## src/sv/spq_pkg.sv

```systemverilog
`timescale 1ns / 1ps

package spq_pkg;

  localparam int CAPACITY = 8;
  localparam int CNT_W    = $clog2(CAPACITY + 1);
  localparam int VAL_W    = 32;

  typedef enum logic {
    OP_ENQ = 1'b0,
    OP_DEQ = 1'b1
  } op_t;

  typedef enum logic [1:0] {
    ST_OK    = 2'd0,
    ST_FULL  = 2'd1,
    ST_EMPTY = 2'd2
  } status_t;

  typedef struct packed {
    op_t                     operation;
    logic signed [VAL_W-1:0] value;
  } in_beat_t;

  typedef struct packed {
    logic signed [VAL_W-1:0] result_value;
    status_t                 status;
  } out_beat_t;

  // Command broadcast to every cell of the chain.
  typedef struct packed {
    logic                    enq;
    logic                    deq;
    logic signed [VAL_W-1:0] value;
  } cell_cmd_t;

  // Per-slot occupancy derived from the count.
  typedef struct packed {
    logic used;
    logic tail;
  } cell_slot_t;

endpackage

```

## src/sv/spq_cell.sv

```systemverilog
`timescale 1ns / 1ps

module spq_cell (
  input  logic                             clk,
  input  spq_pkg::cell_cmd_t               cmd,
  input  spq_pkg::cell_slot_t              slot,
  input  logic signed [spq_pkg::VAL_W-1:0] left_val,
  input  logic                             left_gt,
  input  logic signed [spq_pkg::VAL_W-1:0] right_val,
  output logic signed [spq_pkg::VAL_W-1:0] val,
  output logic                             gt
);

  logic signed [spq_pkg::VAL_W-1:0] val_r;
  logic signed [spq_pkg::VAL_W-1:0] val_nxt;

  // Stored value strictly greater than the incoming one: this slot moves up.
  assign gt  = slot.used && (val_r > cmd.value);
  assign val = val_r;

  always_comb begin
    val_nxt = val_r;
    if (cmd.enq) begin
      if (left_gt) begin
        val_nxt = left_val;
      end else if (gt || slot.tail) begin
        val_nxt = cmd.value;
      end
    end else if (cmd.deq) begin
      val_nxt = right_val;
    end
  end

  always_ff @(posedge clk) begin
    val_r <= val_nxt;
  end

endmodule

```

## src/sv/sorted_min_priority_queue.sv

```systemverilog
`timescale 1ns / 1ps
// Sorted min-priority queue, CAPACITY signed 32-bit entries held in a chain
// of cells, smallest at cell 0.
// Input channel (in_valid / in_stall / in_beat): one beat per operation,
//   operation enqueue places value after every stored value not greater than
//   it; dequeue pops the smallest.
// Output channel (out_valid / out_stall / out_beat): exactly one beat per
//   accepted input beat, in order. status is ok, full (enqueue dropped) or
//   empty (dequeue with nothing stored); result_value is the popped value on
//   a good dequeue and 0 otherwise.
// The result enters the output register in the cycle after the input beat
//   is accepted. Throughput: one operation per cycle unless stalled; every
//   cell compares against the broadcast value and shifts in the same cycle.
// Stall: while the output register holds a beat the receiver stalls,
//   in_stall is raised and no new operation is taken.
// Reset (rst_n low, synchronous): count and output valid clear; entries are
//   not cleared since no slot at or above count is ever read.

module sorted_min_priority_queue (
  input  logic              clk,
  input  logic              rst_n,
  input  logic              in_valid,
  output logic              in_stall,
  input  spq_pkg::in_beat_t in_beat,
  output logic              out_valid,
  input  logic              out_stall,
  output spq_pkg::out_beat_t out_beat
);

  localparam int N = spq_pkg::CAPACITY;

  logic [spq_pkg::CNT_W-1:0] count_r;
  logic [spq_pkg::CNT_W-1:0] count_nxt;
  logic                      out_valid_r;
  spq_pkg::out_beat_t        out_beat_r;
  spq_pkg::out_beat_t        out_beat_nxt;

  logic                      in_acc;
  logic                      is_full;
  logic                      is_empty;
  spq_pkg::cell_cmd_t        cmd;

  logic signed [spq_pkg::VAL_W-1:0] cell_val [N];
  logic                             cell_gt  [N];

  // Output register frees when empty or when its beat is taken.
  assign in_stall = out_valid_r && out_stall;
  assign in_acc   = in_valid && !in_stall;

  assign is_full  = (count_r == spq_pkg::CNT_W'(N));
  assign is_empty = (count_r == '0);

  assign cmd.enq   = in_acc && (in_beat.operation == spq_pkg::OP_ENQ) && !is_full;
  assign cmd.deq   = in_acc && (in_beat.operation == spq_pkg::OP_DEQ) && !is_empty;
  assign cmd.value = in_beat.value;

  // Cell chain
  for (genvar i = 0; i < N; i++) begin : g_cell
    localparam logic [spq_pkg::CNT_W-1:0] IDX = spq_pkg::CNT_W'(i);
    spq_pkg::cell_slot_t              slot;
    logic signed [spq_pkg::VAL_W-1:0] lv;
    logic                             lg;
    logic signed [spq_pkg::VAL_W-1:0] rv;

    assign slot.used = (IDX < count_r);
    assign slot.tail = (IDX == count_r);

    if (i == 0) begin : g_head
      assign lv = cell_val[0];
      assign lg = 1'b0;
    end else begin : g_mid
      assign lv = cell_val[i-1];
      assign lg = cell_gt[i-1];
    end

    // Last cell takes its own value on a pop; that slot falls out of use.
    if (i == N - 1) begin : g_last
      assign rv = cell_val[i];
    end else begin : g_inner
      assign rv = cell_val[i+1];
    end

    spq_cell u_cell (
      .clk       (clk),
      .cmd       (cmd),
      .slot      (slot),
      .left_val  (lv),
      .left_gt   (lg),
      .right_val (rv),
      .val       (cell_val[i]),
      .gt        (cell_gt[i])
    );
  end

  always_comb begin
    count_nxt = count_r;
    if (cmd.enq) begin
      count_nxt = count_r + spq_pkg::CNT_W'(1);
    end else if (cmd.deq) begin
      count_nxt = count_r - spq_pkg::CNT_W'(1);
    end
  end

  always_comb begin
    out_beat_nxt.result_value = '0;
    out_beat_nxt.status       = spq_pkg::ST_OK;
    if (in_beat.operation == spq_pkg::OP_ENQ) begin
      if (is_full) begin
        out_beat_nxt.status = spq_pkg::ST_FULL;
      end
    end else if (is_empty) begin
      out_beat_nxt.status = spq_pkg::ST_EMPTY;
    end else begin
      out_beat_nxt.result_value = cell_val[0];
    end
  end

  always_ff @(posedge clk) begin
    if (!rst_n) begin
      count_r     <= '0;
      out_valid_r <= 1'b0;
    end else begin
      count_r <= count_nxt;
      if (in_acc) begin
        out_valid_r <= 1'b1;
      end else if (!out_stall) begin
        out_valid_r <= 1'b0;
      end
    end
  end

  always_ff @(posedge clk) begin
    if (in_acc) begin
      out_beat_r <= out_beat_nxt;
    end
  end

  assign out_valid = out_valid_r;
  assign out_beat  = out_beat_r;

`ifndef SYNTHESIS
  a_count_bound : assert property (@(posedge clk) disable iff (!rst_n)
    count_r <= spq_pkg::CNT_W'(N))
    else $error("count above capacity");

  a_empty_pop : assert property (@(posedge clk) disable iff (!rst_n)
    (in_acc && (in_beat.operation == spq_pkg::OP_DEQ) && is_empty)
    |=> (out_valid && (out_beat.status == spq_pkg::ST_EMPTY) && (count_r == '0)))
    else $error("pop on empty queue not reported");

  a_push_count : assert property (@(posedge clk) disable iff (!rst_n)
    (in_acc && (in_beat.operation == spq_pkg::OP_ENQ) && !is_full)
    |=> (count_r == $past(count_r) + spq_pkg::CNT_W'(1)))
    else $error("push did not bump count");

  a_full_hold : assert property (@(posedge clk) disable iff (!rst_n)
    (in_acc && (in_beat.operation == spq_pkg::OP_ENQ) && is_full)
    |=> ((out_beat.status == spq_pkg::ST_FULL) && $stable(count_r)))
    else $error("push on full queue changed state");
`endif

endmodule
```

## config.mk

```make
export PLATFORM = sky130hd
export DESIGN_NAME = sorted_min_priority_queue
export DESIGN_NICKNAME = d
export VERILOG_FILES = /design/src/sv/spq_pkg.sv /design/src/sv/spq_cell.sv /design/src/sv/sorted_min_priority_queue.sv
export SDC_FILE = /design/constraint.sdc
export NUM_CORES = 1
export LEC_CHECK = 0
export BUFFER_PORTS_ARGS = -buffer_cell sky130_fd_sc_hd__clkbuf_2
export CORE_ASPECT_RATIO = 1.25
export CORE_MARGIN = 8
export CORE_UTILIZATION = 59
export CTS_BUF_LIST = sky130_fd_sc_hd__clkbuf_8
export CTS_CLUSTER_SIZE = 30
export DETAILED_ROUTE_END_ITERATION = 12
export GPL_ROUTABILITY_DRIVEN = 0
export GPL_TIMING_DRIVEN = 1
export PLACE_DENSITY_LB_ADDON = 0.2
export SLEW_MARGIN = 0
export SYNTH_ARGS = -nofsm -noshare
export SYNTH_HDL_FRONTEND = slang
export SYNTH_SLANG_ARGS = --single-unit
```

## constraint.sdc

```tcl
create_clock -name clk -period 4.7 [get_ports clk]
set_input_delay 0.235 -clock clk [delete_from_list [all_inputs] [get_ports clk]]
set_output_delay 0.235 -clock clk [all_outputs]
set_load 0.1 [all_outputs]
```

# Word-level counts from Yosys, hierarchy flattened
# Index checks and enable logic that the tools add are counted.
# op_classes
bitwise_logic	1
reduce_logical	37
muxes	36
order_cmp	16
eq_ne	16
add_sub_neg	2
# ops
operator	count
$mux W32	29
$gt A32 B32 Y1	8
$ne A3 B1 Y1 const B	6
$eq A3 B4 Y1 const A	4
$lt A3 B4 Y1 const A	4
$reduce_and A2 Y1	8
$logic_and A1 B1 Y1	14
$eq A2 B4 Y1 const A	2
$logic_or A1 B1 Y1	8
$lt A1 B4 Y1 const A	2
$lt A2 B4 Y1 const A	2
$mux W4	2
$add A4 B1 Y4 const B	1
$eq A1 B4 Y1 const A	1
$eq A4 B4 Y1 const B	1
$logic_not A4 Y1	1
$mux W2	2
$ne A2 B1 Y1 const B	2
$reduce_bool A2 Y1	2
$sub A4 B1 Y4 const B	1
$logic_not A1 Y1	3
$mux W1	3
$reduce_or A2 Y1	1
$not A1 Y1	1
# word_totals
output_inout_bits	36
inputBits	37
elab_cells	120
ff_bits	295

# Depth between registers and ports, before layout
# logic_depth
depth_word	7
ltp_mapped	11
mapped_depth_nobuf	9

# Hierarchy
# A second synthesis with hierarchy kept.
# hier_totals
cells_unflattened	2238
hier_area_um2	21416.8
# modules_own_cells
module	instances	seq_area_each_um2	area_each_um2	cells_per_inst
spq_cell at g_cell[0].u_cell ...	7	960.9	2449.8	261
spq_cell at g_cell[2].u_cell	1	960.9	2471.1	261
sorted_min_priority_queue	1	1121.1	1796.7	150

# Worst setup path before layout
# OpenSTA, ideal clock, no wires.
# synth_timing
path_type	reg2reg
from	register g_cell[1].u_cell.val_r, in the netlist g_cell[1].u_cell.val[30]
to	register g_cell[2].u_cell.val_r, in the netlist g_cell[2].u_cell.val[0] (enable)
t_required_ns	4.259
arrival_ns	3.905
period_less_slack_ns	4.346
path_slack_ns	0.354
n_path_buf	1
stages_incl_launch_ff	10
setup_time_ns	0.441
path_cell_list	edfxtp_1 -> ha_1 -> nand4_1 -> nor3_1 -> a221o_1 -> or3_1 -> a31oi_1 -> nor2_1 -> clkbuf_1 -> a31oi_1
# synth_via
elab_chain_cells	4
# synth_rtl
item	line	source
from (decl)	spq_cell.sv:14	logic signed [spq_pkg::VAL_W-1:0] val_r;
from (signal assigned)	spq_cell.sv:35	val_r <= val_nxt;
$gt A32 B32 Y1	spq_cell.sv:18	assign gt = slot.used && (val_r > cmd.value);
$logic_and A1 B1 Y1	spq_cell.sv:18	
$ne A3 B1 Y1 (no line)	--	
$reduce_and A2 Y1 (no line)	--	
to (signal assigned)	spq_cell.sv:35	
to (decl)	spq_cell.sv:14	
# Every way passes these cells.
# A chain may end at the register's enable or synchronous reset.

# Worst setup path in the final report
# layout_timing
from	register g_cell[4].u_cell.val_r, in the netlist g_cell[4].u_cell.val[13]
to	register g_cell[4].u_cell.val_r, in the netlist g_cell[4].u_cell.val[26] (enable)
# layout_via
elab_chain_cells	5
# layout_rtl
item	line	source
from (decl)	spq_cell.sv:14	
from (signal assigned)	spq_cell.sv:35	
$gt A32 B32 Y1	spq_cell.sv:18	
$logic_and A1 B1 Y1	spq_cell.sv:18	
$logic_or A1 B1 Y1	spq_cell.sv:26	end else if (gt || slot.tail) begin
$ne A3 B1 Y1 (no line)	--	
$reduce_and A2 Y1 (no line)	--	
# Every way passes these cells.

==> reports/qor.txt <==
RSZ-0062 raised after global routing - no
number of global-route vias before repair - 18500
FP Rows - 76
DR vias - 18600
DRT Pass-1 Iters - 6
top post-synthesis cells by area - edfxtp_1 42%, ha_1 16%, a21oi_1 4.9%
asr flop ratio synth - 0%
Slew headroom - 15.2%
PostCTS Resize Cnt - 0
dominant synthesized flop cell - edfxtp_1
Post-route DRC - 0
Hold Vio Cnt, Final - 0
clk root buf - clkbuf_8
max-cap violations - 0
Global Route Usage Sum - 34.8%
Crit path arrival time - 4350 ps
DIE WIDTH - 183 microns
Slew Viols, Final - 0
CP endpoint kind - flip-flop
first-pass GRT wire length - 109000 microns
worst-path fanout max - 18
CTS Sinks - 295
Finish-stage setup viols - 0
setup TNS - 0 ps
Largest stage delay, worst path - 940 ps
Least-Margin Pin Slew - 1270 ps
Critical Path Stages - 9
total CTS buffers - 50
initial core utilization - 59.6%
full die area - 0.0411 sq mm
remaining global-route overflow - 0
hold path cells - 2
CP required - 4950 ps
top-count cell post-synth - edfxtp_1
input/output buffers - 72
Clock Latency Late Sink - 630 ps
Power Total - 8.74 mW
layout cell share with drive strength beyond 1 - 12.3%
H-tree depth - 2
max frequency - 0.244 GHz
antenna violations before repair - 3
Post-Syn Instances - 2072
fin nets - 2421
Peak VDD IR - 0.000279 V
clock slew at reported path FFs - 70 ps
CP max-delay cell - nor4_1
Critical Path, Cell by Cell - ha_1 > nand4_1 > nor4_1 > o21ai_0 > a31oi_1 > o2bb2ai_4 > a2bb2oi_1 > a31oi_4 > buf_4
top cells by count, synth - 290 x edfxtp_1, 260 x ha_1, 227 x nand2_1, 200 x a21oi_1, 157 x nor2_1
Worst Setup Path Type - reg -> reg
DP Cell Count - 2536
Core Area - 0.0344 sq mm
Top delay family on crit path - compound AO/OA/AOI/OAI gates
Seq/Total Area, Yosys - 42.9%
Period Utilization, post-route - 87.3%
Pwr Density - 387 mW/mm^2
Ys Warns - 0
Final Cell Area - 0.0226 sq mm
R2R cell count - 9
Final Critical Period - 4100 ps
CTS tree - built
die span in y - 225 microns
post-synthesis cell area - 0.0205 sq mm
DRC marker count from the first detailed-route iteration - 2508
number of routed nets with antenna violations - 0
final setup skew - 39.7 ps
Synth-to-Final Area Change - 10.1%
area leader, netlist - edfxtp_1
Post-DP HPWL - 49600 microns
Fin Hold WS - 34.2 ps
# IOs - 73
CP startpoint kind - flip-flop
total length of routed wires - 72700 microns
post-synth cell types - 61
post-synth top area share - 42.4%
syn nets - 2369
drt via density - 7.06
worst min-delay path class - in -> reg
outcome - finished clean
buffer and inverter count on the worst path - 1
fin cells - 2633
Max clock buf depth - 3
Post-synth EDFFs - 290
leakage - 9.28 nW
Mapped Avg Cell Area - 9.91 sq um
DR WL/cell - 27.6 microns
FF+latch count, synth - 295
largest net degree at the start of global routing - 132
Post-DP Area - 0.0216 sq mm
final timing paths:
path         slack [ps]                                 end                                from
max                 600  g_cell[4].u_cell.val[26]$_DFFE_PP_  g_cell[4].u_cell.val[13]$_DFFE_PP_
min                  30   g_cell[7].u_cell.val[5]$_DFFE_PP_                          in_beat[5]
max reg2reg         600  g_cell[4].u_cell.val[26]$_DFFE_PP_  g_cell[4].u_cell.val[13]$_DFFE_PP_
min reg2reg         570  g_cell[6].u_cell.val[22]$_DFFE_PP_  g_cell[7].u_cell.val[22]$_DFFE_PP_
through the flow:
step	utilization, %	setup slack (ps)
finish	65.7	597
floorplan	-	354
CTS	65.7	678
global placement	62.8	568
global route	65.7	556
detailed placement	62.8	505
report_power, final:
part,internal (mW),total (mW),switching (mW)
Combinational,0.829,2.81,1.98
Sequential,3.34,3.65,0.308
Clock,1.15,2.28,1.13
what timing repair did:
item,in CTS,in global routing
setup buffers,0,0
hold endpoints to repair,6,0
hold buffers,4,0
state kept, by name, summed over array words and instances (netlist names):
| register | count |
|---|---|
| g_cell.u_cell.val | 256 |
| out_valid | 1 |
| out_beat | 34 |
| count_r | 4 |
logic make-up after synthesis:
family                     after synthesis  synth area share (%)
muxes                                   96                  5.22
adders and majority gates              260                  15.8
AOI/OAI and AO/OA                      531                  16.3
buffers and inverters                  207                  3.93
DFF                                    295                  42.9
and+or+nand+nor                        680                  15.7
xor gates and xnor gates                 3                 0.128
layout by cell type, fill, tap and decap left out, types with 39 or more instances in the layout:
| cell type | n |
|---|---|
| mux2_2 | 51 |
| inv_1 | 100 |
| buf_4 | 39 |
| o21ai_0 | 103 |
| o211ai_1 | 44 |
| ha_1 | 260 |
| clkbuf_2 | 72 |
| nand4_1 | 112 |
| nand2_1 | 226 |
| a31oi_1 | 39 |
| nand3_1 | 83 |
| edfxtp_1 | 290 |
| nor2_1 | 156 |
| clkbuf_8 | 53 |
| a21oi_1 | 199 |
layout make-up:
cell class                 instances  area, sq um
inverter                          84          315
clock inverter                    38          210
tap                              468          586
timing repair buffer             123          853
fill                            2788        11800
sequential                       295         8810
multi-input combinational       1570        11100
clock buffer                      53          729
antenna                            2         5.00
layer usage:
metal | share of wire (%) | track usage, % | up-vias
met2 | 46 | 56.1 | 1360
met3 | 11 | 7.15 | 414
met1 | 34 | 39.7 | 8792
met5 | 0 | 0 | -
li1 | - | - | 8034
met4 | 9.3 | 28.1 | 0
(Power assumes the default switching activity.)
